`config.mk`:
```
export PLATFORM = sky130hd
export DESIGN_NAME = first_fit_block_allocator_top
export DESIGN_NICKNAME = d
export VERILOG_FILES = /design/src/ffba_pkg.sv /design/src/ffba_div.sv /design/src/first_fit_block_allocator_top.sv
export SDC_FILE = /design/constraint.sdc
export NUM_CORES = 2
export LEC_CHECK = 0
export BUFFER_PORTS_ARGS = -buffer_cell sky130_fd_sc_hd__buf_2
export CAP_MARGIN = 20
export CELL_PAD_IN_SITES_DETAIL_PLACEMENT = 1
export CELL_PAD_IN_SITES_GLOBAL_PLACEMENT = 1
export CORE_MARGIN = 5
export CORE_UTILIZATION = 48
export DETAILED_ROUTE_END_ITERATION = 10
export HOLD_SLACK_MARGIN = 0.02
export PLACE_DENSITY = 0.85
export SETUP_SLACK_MARGIN = 0.15
export SLEW_MARGIN = 20
export SYNTH_ARGS = -nofsm -noshare
export SYNTH_HDL_FRONTEND = slang
export SYNTH_SLANG_ARGS = --single-unit
export TNS_END_PERCENT = 5
```
`constraint.sdc`:
```
create_clock -name clk -period 21.9 [get_ports clk]
set_input_delay 4.38 -clock clk [delete_from_list [all_inputs] [get_ports clk]]
set_output_delay 4.38 -clock clk [all_outputs]
set_load 0.01 [all_outputs]
```
`src/ffba_pkg.sv`:
```
// Shared definitions for the first-fit block allocator.
// Holds field widths, command codes and the sequencer state type.
// No dependencies.
package ffba_pkg;

  // Fixed widths of the command and result fields
  localparam int OP_W     = 2;
  localparam int REQ_W    = 16;
  localparam int OFFSET_W = 12;

  // Command codes
  localparam logic [OP_W-1:0] OP_ALLOC = 2'd0;
  localparam logic [OP_W-1:0] OP_FREE  = 2'd1;
  localparam logic [OP_W-1:0] OP_INIT  = 2'd2;

  // Sequencer states, one-hot
  typedef enum logic [10:0] {
    S_INIT    = 11'b00000000001,
    S_IDLE    = 11'b00000000010,
    S_A_RD    = 11'b00000000100,
    S_A_CHK   = 11'b00000001000,
    S_A_SPLIT = 11'b00000010000,
    S_A_MARK  = 11'b00000100000,
    S_F_RD    = 11'b00001000000,
    S_F_CHK   = 11'b00010000000,
    S_C_RD    = 11'b00100000000,
    S_C_CHK   = 11'b01000000000,
    S_C_NCHK  = 11'b10000000000
  } state_t;

endpackage

```
`src/ffba_div.sv`:
```
// Splits a byte count into whole granules and the bytes left over.
// The granule size is a power of two, so this is a shift and a mask.
// Depends on ffba_pkg.
module ffba_div import ffba_pkg::*; #(
  parameter int DIVISOR = 16
) (
  input  logic [REQ_W-1:0]             dividend,
  output logic [REQ_W-1:0]             quotient,
  output logic [$clog2(DIVISOR)-1:0]   remainder
);

  localparam int SHIFT = $clog2(DIVISOR);

  // Drop the low bits for the granule count, keep them as the remainder
  assign quotient  = dividend >> SHIFT;
  assign remainder = dividend[SHIFT-1:0];

endmodule

```
`src/first_fit_block_allocator_top.sv`:
```
// First-fit allocator over an arena of granules with one header granule per block.
// Each command takes one pulse on start while busy is low; its single result appears
// on done/success/granted_offset for exactly one cycle and cannot be held off. After
// reset, busy stays high for one cycle while the first header is written. The granule
// size must be a power of two; requests and offsets are split into granules by a shift.
// Allocate walks the header memory through its single registered read port, reading
// and checking one header at a time; on a hit it carves the tail off as a new free
// block when at least two granules are left over, then marks the block used. Release
// walks to its block and marks it free, then coalesces in one pass, merging each free
// block with the free neighbors that follow it.
// Reinit, null or misaligned release and the unused code raise done in the cycle
// after acceptance. Busy is low again in the cycle done is high. At the default
// sizes there are at most 128 blocks.
// Depends on ffba_pkg and ffba_div.
module first_fit_block_allocator_top import ffba_pkg::*; #(
  parameter int ARENA_BYTES   = 4096,
  parameter int GRANULE_BYTES = 16
) (
  input  logic                clk,
  input  logic                rst,
  input  logic                start,
  output logic                busy,
  input  logic [OP_W-1:0]     op,
  input  logic [REQ_W-1:0]    request_bytes,
  input  logic [OFFSET_W-1:0] release_offset,
  output logic                done,
  output logic                success,
  output logic [OFFSET_W-1:0] granted_offset
);

  localparam int GRANULES = ARENA_BYTES / GRANULE_BYTES;
  localparam int IW = (GRANULES > 1) ? $clog2(GRANULES) : 1;
  localparam int SW = IW;
  localparam int PW = $clog2(GRANULES + 1) + 1;
  localparam int CW = REQ_W + 1;
  localparam int RW = $clog2(GRANULE_BYTES);
  localparam int MW = (PW + 7 > OFFSET_W) ? PW + 7 : OFFSET_W;

  // Header memory: {free, payload size in granules}
  logic [SW:0] mem [GRANULES];

  logic          rd_en;
  logic [IW-1:0] rd_addr;
  logic [SW:0]   rd_data;
  logic          wr_en;
  logic [IW-1:0] wr_addr;
  logic [SW:0]   wr_data;

  logic          rd_free;
  logic [SW-1:0] rd_size;

  state_t state, state_next;
  logic [PW-1:0]    pos, pos_next;
  logic [REQ_W-1:0] target, target_next;
  logic [CW-1:0]    need, need_next;
  logic [SW-1:0]    cur_size, cur_size_next;

  logic                fin;
  logic                fin_ok;
  logic [OFFSET_W-1:0] fin_off;

  logic [REQ_W-1:0] div_dividend;
  logic [REQ_W-1:0] div_quo;
  logic [RW-1:0]    div_rem;

  logic [PW-1:0] foll;
  logic [SW-1:0] merged;
  logic [PW-1:0] merged_foll;
  logic [CW-1:0] split_pos;
  logic [MW-1:0] offset_full;
  logic          at_end;

  assign rd_free = rd_data[SW];
  assign rd_size = rd_data[SW-1:0];

  // Header arithmetic
  assign foll        = pos + PW'(1) + PW'(rd_size);
  assign merged      = cur_size + SW'(1) + rd_size;
  assign merged_foll = pos + PW'(1) + PW'(merged);
  assign split_pos   = CW'(pos) + CW'(1) + need;
  assign offset_full = (MW'(pos) + MW'(1)) * MW'(GRANULE_BYTES);
  assign at_end      = (pos >= PW'(GRANULES));

  // Round allocate requests up by dividing one less; releases divide as given
  assign div_dividend = (op == OP_ALLOC) ?
                        ((request_bytes == '0) ? '0 : request_bytes - REQ_W'(1)) :
                        REQ_W'(release_offset);

  ffba_div #(
    .DIVISOR (GRANULE_BYTES)
  ) u_div (
    .dividend  (div_dividend),
    .quotient  (div_quo),
    .remainder (div_rem)
  );

  // Hold the header store: one write and one registered read per cycle
  always_ff @(posedge clk) begin
    if (wr_en) begin
      mem[wr_addr] <= wr_data;
    end
  end

  always_ff @(posedge clk) begin
    if (rd_en) begin
      rd_data <= mem[rd_addr];
    end
  end

  // Sequence one transaction through the walk and header updates
  always_comb begin
    state_next    = state;
    pos_next      = pos;
    target_next   = target;
    need_next     = need;
    cur_size_next = cur_size;
    rd_en         = 1'b0;
    rd_addr       = pos[IW-1:0];
    wr_en         = 1'b0;
    wr_addr       = pos[IW-1:0];
    wr_data       = '0;
    fin           = 1'b0;
    fin_ok        = 1'b0;
    fin_off       = '0;

    case (state)
      S_INIT: begin
        wr_en      = 1'b1;
        wr_addr    = '0;
        wr_data    = {1'b1, SW'(GRANULES - 1)};
        state_next = S_IDLE;
      end

      S_IDLE: begin
        if (start) begin
          pos_next = '0;
          case (op)
            OP_ALLOC: begin
              need_next  = CW'(div_quo) + CW'(1);
              state_next = S_A_RD;
            end
            OP_FREE: begin
              if (release_offset == '0 || div_rem != '0) begin
                // Null or misaligned release: ignore it
                fin    = 1'b1;
                fin_ok = 1'b1;
              end else begin
                target_next = div_quo - REQ_W'(1);
                state_next  = S_F_RD;
              end
            end
            OP_INIT: begin
              wr_en   = 1'b1;
              wr_addr = '0;
              wr_data = {1'b1, SW'(GRANULES - 1)};
              fin     = 1'b1;
              fin_ok  = 1'b1;
            end
            default: begin
              fin = 1'b1;
            end
          endcase
        end
      end

      S_A_RD: begin
        if (at_end) begin
          fin        = 1'b1;
          state_next = S_IDLE;
        end else begin
          rd_en      = 1'b1;
          state_next = S_A_CHK;
        end
      end

      S_A_CHK: begin
        cur_size_next = rd_size;
        if (rd_free && (CW'(rd_size) >= need)) begin
          state_next = (CW'(rd_size) >= need + CW'(2)) ? S_A_SPLIT : S_A_MARK;
        end else begin
          pos_next   = foll;
          state_next = S_A_RD;
        end
      end

      S_A_SPLIT: begin
        // Carve the tail off as a new free block
        wr_en         = 1'b1;
        wr_addr       = split_pos[IW-1:0];
        wr_data       = {1'b1, cur_size - SW'(need) - SW'(1)};
        cur_size_next = SW'(need);
        state_next    = S_A_MARK;
      end

      S_A_MARK: begin
        wr_en      = 1'b1;
        wr_data    = {1'b0, cur_size};
        fin        = 1'b1;
        fin_ok     = 1'b1;
        fin_off    = offset_full[OFFSET_W-1:0];
        state_next = S_IDLE;
      end

      S_F_RD: begin
        if (at_end) begin
          fin        = 1'b1;
          fin_ok     = 1'b1;
          state_next = S_IDLE;
        end else begin
          rd_en      = 1'b1;
          state_next = S_F_CHK;
        end
      end

      S_F_CHK: begin
        if (CW'(pos) == CW'(target)) begin
          wr_en      = 1'b1;
          wr_data    = {1'b1, rd_size};
          pos_next   = '0;
          state_next = S_C_RD;
        end else if (CW'(pos) > CW'(target)) begin
          // Not a block start: ignore the release
          fin        = 1'b1;
          fin_ok     = 1'b1;
          state_next = S_IDLE;
        end else begin
          pos_next   = foll;
          state_next = S_F_RD;
        end
      end

      S_C_RD: begin
        if (at_end) begin
          fin        = 1'b1;
          fin_ok     = 1'b1;
          state_next = S_IDLE;
        end else begin
          rd_en      = 1'b1;
          state_next = S_C_CHK;
        end
      end

      S_C_CHK: begin
        cur_size_next = rd_size;
        if (!rd_free) begin
          pos_next   = foll;
          state_next = S_C_RD;
        end else if (foll >= PW'(GRANULES)) begin
          fin        = 1'b1;
          fin_ok     = 1'b1;
          state_next = S_IDLE;
        end else begin
          // Fetch the neighbor that follows this free block
          rd_en      = 1'b1;
          rd_addr    = foll[IW-1:0];
          state_next = S_C_NCHK;
        end
      end

      S_C_NCHK: begin
        if (rd_free) begin
          // Absorb the neighbor and look at the next one
          cur_size_next = merged;
          wr_en         = 1'b1;
          wr_data       = {1'b1, merged};
          if (merged_foll >= PW'(GRANULES)) begin
            fin        = 1'b1;
            fin_ok     = 1'b1;
            state_next = S_IDLE;
          end else begin
            rd_en   = 1'b1;
            rd_addr = merged_foll[IW-1:0];
          end
        end else begin
          // Neighbor is in use: skip past it
          pos_next   = pos + PW'(2) + PW'(cur_size) + PW'(rd_size);
          state_next = S_C_RD;
        end
      end

      default: begin
        state_next = S_IDLE;
      end
    endcase
  end

  // Control registers
  always_ff @(posedge clk) begin
    if (rst) begin
      state <= S_INIT;
      done  <= 1'b0;
    end else begin
      state <= state_next;
      done  <= fin;
    end
  end

  // Working and result registers
  always_ff @(posedge clk) begin
    pos      <= pos_next;
    target   <= target_next;
    need     <= need_next;
    cur_size <= cur_size_next;
    if (fin) begin
      success        <= fin_ok;
      granted_offset <= fin_off;
    end
  end

  assign busy = (state != S_IDLE);

endmodule
```
# == Yosys cells after proc, flatten, opt, wreduce, memory -nomap -nowiden ==
# Memory sizes are Yosys's and may differ from the RTL's. A register that Yosys moved wholly into a read port is not among the register bits.
# Cells that the tools add are included.
# word_totals
regBits,72
latch_bits,0
ramBits,2304
rom_bits,0
input_bits,33
out_inout_bits,15
wordCells,140
memories,1
# memory_table
name,depth,width,rd,rd_clocked_by_memory_dff,wr,line,text
mem,256,9,1,1,1,first_fit_block_allocator_top.sv:40,logic [SW:0] mem [GRANULES];
# op_classes
n_addsub,16
multipliers,0
div,0
n_lt_le_gt_ge,6
eq_ne,24
shifts,0
mux,66
n_bitwise,1
reduce_logical,17
# op_table
cell,n
11-bit one-hot mux with 9 select lines,1
10-bit 2-to-1 mux,7
11-bit 2-to-1 mux,6
8-bit 2-to-1 mux,8
9-bit one-hot mux with 6 select lines,1
10-bit one-hot mux with 5 select lines,1
8-bit one-hot mux with 3 select lines,2
9-bit 2-to-1 mux,5
10-bit by 8-bit adder with 10-bit output,4
16-bit 2-to-1 mux,2
10-bit by 9-bit >= comparator with 1-bit output (second input constant),3
11-bit one-hot mux with 2 select lines,1
1-bit 2-to-1 mux,21
8-bit by 17-bit >= comparator with 1-bit output,1
8-bit by 1-bit adder with 8-bit output (second input constant),2
8-bit adder,2
10-bit by 16-bit equality test with 1-bit output,1
10-bit by 16-bit > comparator with 1-bit output,1
16-bit zero test,1
8-bit one-hot mux with 2 select lines,1
16-bit by 1-bit subtractor with 16-bit output (second input constant),1
13-bit by 2-bit adder with 14-bit output (second input constant),1
12-bit by 1-bit adder with 13-bit output (second input constant),1
8-bit by 13-bit >= comparator with 1-bit output,1
other kinds (42),55

# == Longest topological paths before layout ==
# logic_depth
word_depth,9
mapped_depth,32
ltp_nobuf,26

# == Cells and area by module ==
# Synthesis repeated with hierarchy kept, for this count alone.
# unflattened
hier_cells,7031
area_unflattened_um2,99233.9
# by_module_without_submodules
module,instances,cells_per_inst,area_per_inst_um2,seq_area_each_um2
first_fit_block_allocator_top,1,7010,99080.0,71498.6
ffba_div,1,21,153.9,0.0

# == Worst setup path after synthesis ==
# Ideal clock, no wire load.
# synth_timing
path_type,reg2reg
startpoint,register state[6]
endpoint,memory mem[0][2] (netlist bit) (data pin)
setup_ps,3367
arrival_time_ps,17533
required_ps,18533
path_slack_ps,1001
stages_incl_launch_ff,5
path_buffers,0
period_less_slack_ps,20899
cell_sequence,dfxtp_1 -> or3_1 -> nor3_1 -> nand4_1 -> o311ai_0
# synth_via
elab_chain_cells,2
# synth_rtl
item,line,text
"start, declared",first_fit_block_allocator_top.sv:52,"state_t state, state_next;"
"start signal, assigned",first_fit_block_allocator_top.sv:293,state <= state_next;
"11-bit equality test, or another cell as far along",first_fit_block_allocator_top.sv:126,case (state)
9-bit one-hot mux with 6 select lines (*),first_fit_block_allocator_top.sv:126,
net wr_data[2],first_fit_block_allocator_top.sv:47,logic [SW:0] wr_data;
"end, declared",first_fit_block_allocator_top.sv:40,
# Mark *: on every way through the listed nets, which the timed path passes. The rest lies on a longest branch.

# == Worst setup path in the final report ==
# layout_timing
startpoint,register cur_size[1]
endpoint,"register rd_data[0], read port of mem (data pin)"
# layout_via
elab_chain_cells,7
# layout_rtl
item,line,text
"start, declared",first_fit_block_allocator_top.sv:56,"logic [SW-1:0] cur_size, cur_size_next;"
"start signal, assigned",first_fit_block_allocator_top.sv:303,cur_size <= cur_size_next;
8-bit by 1-bit adder with 8-bit output (*),first_fit_block_allocator_top.sv:78,assign merged = cur_size + SW'(1) + rd_size;
8-bit adder (*),first_fit_block_allocator_top.sv:78,
10-bit by 8-bit adder with 10-bit output (*),first_fit_block_allocator_top.sv:79,assign merged_foll = pos + PW'(1) + PW'(merged);
10-bit by 9-bit >= comparator with 1-bit output,first_fit_block_allocator_top.sv:266,if (merged_foll >= PW'(GRANULES)) begin
1-bit 2-to-1 mux / 8-bit 2-to-1 mux (equally long branches),first_fit_block_allocator_top.sv:266,
1-bit 2-to-1 mux / 8-bit 2-to-1 mux (equally long branches),first_fit_block_allocator_top.sv:261,if (rd_free) begin
1-bit one-hot mux with 3 select lines / 8-bit one-hot mux with 2 select lines (equally long branches),first_fit_block_allocator_top.sv:126,
"end, declared",first_fit_block_allocator_top.sv:44,logic [SW:0] rd_data;
# Every way passes the cells marked *; elsewhere a longest branch is shown, timed or not.
# A chain may end at the register's enable or synchronous reset.

==> metrics.txt <==
outcome=finished with violations; violations in the final reports=design-rule violations; CTS tree=yes; post-synthesis share of cell area spent on and, or, nand and nor gates=17.10%; fraction of post-synthesis cell area in the top cell type by area=71.46%; wire length of the first global-routing pass=494,600 µm; via count of the first global-routing pass=73,210; Worst setup EP type=flop; type of the worst setup path=flop to flop; peak ir drop on the vdd network=0.09119 mV; post-synthesis adder-cell area fraction=1.281%; cell with the largest stage delay on the worst path=sky130_fd_sc_hd__o41ai_2; Total Power=~9600 µW; headroom to the max-slew limit=10.18%; number of nets in the final layout=7,985; Peak Freq=92.10 MHz; boundary pin count=48; Critical Path Max Stage Delay=0.86 ns; master cell of the clock root buffer=sky130_fd_sc_hd__clkbuf_16; fraction of layout cells with a size suffix above 1=7.402%; Core Footprint=206,700 µm²; origin of the critical flop-to-flop path=cur_size[1]; setup slack, reg-to-reg=about 11 ns; XOR/XNOR share of the synthesized area=0.7802%; Hold Fails Final Rpt=0; Hold WS=between 0.4 and 0.5 ns; maximum capacitance violations=0; global-route congestion overflow total=0; initial core utilization=48.11%; Worst Hold Launch=state[8]; final-report setup violation count=0; post_cts resized=0; count of mapped cells out of synthesis=about 7,900; number of antenna violations at the first check in global routing=21; FFs w/ async S/R, synth=0%; TritonCTS Buffers=232; hold crit path type=flop to flop; area taken by flip-flops and latches=71,290 µm²; routability cong.=0.9262; total of hold buffers inserted after clock tree synthesis=0; clock insertion delay at the later pin of the skew report=~0.88 ns; r2r worst-path depth=29; post-synthesis cell type count=90; number of flip-flops and latches in the synthesized netlist=2,378; starting DRC count in detailed routing=9,745; DRC Markers=1; Clock Path Buffers=3; final clock skew=0.04365 ns; synthesis-to-layout area growth=10.40%; H-Tree Depth=4; setup repair bufs after CTS=0; worst-case hold path end point=state[9]; IO Port Bufs=43; clock-pin transition on the worst setup and hold timing paths=0.07 ns; cell count of the worst hold path=2; remaining antenna violation count after routing=0; DR vias=70,070; Area contributors post-synth=sky130_fd_sc_hd__edfxtp_1 (71%), sky130_fd_sc_hd__nand2_1 (8.2%), sky130_fd_sc_hd__nand3_1 (5.6%); sort of element at the start of the critical path=flop; ratio of total power to cell area=87.74 nW/µm²; YS warnings=0; largest family of logic cells by synthesized area=simple AND/OR/NAND/NOR gates; largest net degree at the start of global routing=199; All-Layer GR Usage=30.54%; final period utilization=49.58%; top library cells by usage in the layout, fill and taps aside=sky130_fd_sc_hd__edfxtp_1 (2,366), sky130_fd_sc_hd__nand2_1 (2,168), sky130_fd_sc_hd__nand3_1 (1,116), sky130_fd_sc_hd__nor2_1 (337), sky130_fd_sc_hd__clkbuf_16 (235); Lkg Pwr=0.03758 µW; post-synthesis cell area=99,430 µm²; post-synthesis cell type with the largest combined area=sky130_fd_sc_hd__edfxtp_1; area of the die=216,300 µm²; transition time at the pin with the least slew margin=1.338 ns; vertical die dimension=465.1 µm; Post-synth EDFFs=2,366; post-synthesis compound-gate area fraction=5.533%; wire length after detailed routing=around 340,000 µm; number of search-and-repair iterations in the first detailed-routing pass=11; horizontal die dimension=465.1 µm; Routed wire per std cell=around 31 µm; setup repair after global routing missed its margin=false; number of rows created at floorplan=167; capture instance of the worst register-to-register path=rd_data[0]; primary flip-flop cell chosen by synthesis mapping=sky130_fd_sc_hd__edfxtp_1; data required time of the worst path=22.46 ns; multiplexer share of the synthesized area=1.068%; Data arrival, critical path=11.42 ns; filler instances=20,550; final period demand of the worst path=approximately 11 ns; Most Frequent Cell on Critical Path=sky130_fd_sc_hd__buf_4; Avg Vias per Cell=about 6.5; Mapped Avg Cell Area=12.51 µm²; largest fanout of any net on the critical path=74; TritonCTS Sinks=2,378; multi-input gate area in the final layout=about 26,000 µm²; sequential-to-total area share from yosys stat=between 70% and 80%; total negative slack=0 ns; leading cell type in the layout, fill and taps excluded=sky130_fd_sc_hd__edfxtp_1; half-perimeter wire length after placement=slightly below 200,000 µm; Slew Limit Fails=0
worst max-delay path by stage:
stage                startpoint    endpoint  slack (ns)  cells after the start
finish              cur_size[1]  rd_data[0]       11.04                     29
global route        cur_size[1]  rd_data[0]       10.69                     29
CTS                 cur_size[1]  rd_data[0]       10.94                     29
detailed placement  cur_size[1]  rd_data[0]       11.16                     29
global placement    cur_size[1]  rd_data[0]       11.41                     29
floorplan              state[6]   mem[0][2]        1.00                      4
layer usage:
layer  global-route usage [%]  wire (µm)
met5                        0        155
met3                    8.197      39130
met2                    48.44     157500
met4                    17.70      22760
met1                    37.99     118300
critical path, delay by kind of cell, from the launching register on:
family,cells,cell delay (ns)
fa+ha+maj,2,0.69
xor+xnor,1,0.22
flops,1,0.54
simple gates,8,1.53
buf+inv,5,3.51
compound gates,13,3.89
sequential cells by signal (all words and copies together), names as in the netlist:
| signal | cells |
|---|---|
| pos | 10 |
| target | 13 |
| granted_offset | 8 |
| need | 13 |
| done | 1 |
| rd_data | 9 |
| state | 11 |
| cur_size | 8 |
| success | 1 |
| mem | 2304 |
report_power, final:
group	switching, µW	internal (µW)
logic	443	111
clock network	1780	2230
registers	5.49	5060
synthesized netlist by cell type, types with 50 or more instances:
cell and count:
sky130_fd_sc_hd__o21ai_0 67, sky130_fd_sc_hd__buf_2 214, sky130_fd_sc_hd__nor2_1 345, sky130_fd_sc_hd__mux2i_1 105, sky130_fd_sc_hd__buf_1 83, sky130_fd_sc_hd__a311oi_1 113, sky130_fd_sc_hd__and3_1 88, sky130_fd_sc_hd__inv_1 66
sky130_fd_sc_hd__ha_1 81, sky130_fd_sc_hd__clkbuf_1 177, sky130_fd_sc_hd__xnor2_1 54, sky130_fd_sc_hd__a21oi_1 165, sky130_fd_sc_hd__nand3_1 1117, sky130_fd_sc_hd__edfxtp_1 2366, sky130_fd_sc_hd__a31oi_1 93, sky130_fd_sc_hd__nor3_1 50
sky130_fd_sc_hd__o22ai_1 50, sky130_fd_sc_hd__nand2_1 2185
cell type report:
| class | count | share of cell area [%] |
|---|---|---|
| Multi-Input combinational cell | 5002 | 23.66 |
| Timing Repair Buffer | 176 | 1.249 |
| Tap cell | 2704 | 3.082 |
| Antenna cell | 10 | 0.02280 |
| Inverter | 68 | 0.2325 |
| Clock buffer | 280 | 5.511 |
| Clock inverter | 148 | 1.298 |
| Sequential cell | 2378 | 64.94 |
per-stage QoR:
stage	setup WS (ns)	std cells	instance area (µm²)	util [%]
after floorplan	1.001	7950	99440	-
after global placement	11.41	10330	102200	49.45
after detailed placement	11.16	10330	102200	49.47
after CTS	10.94	10760	109700	53.08
after global routing	10.69	10760	109700	53.11
final	11.04	10770	109800	53.12
kinds of logic (layout without fill, tap and decap cells):
group,after synthesis,after routing
and+or+nand+nor,3945,3945
DFF,2378,2378
AOI/OAI and AO/OA,767,767
buffers and inverters,570,672
muxes,106,106
adders and majority gates,94,94
xor gates and xnor gates,86,86
other,1,14
Power figures use the tool's default switching activity.
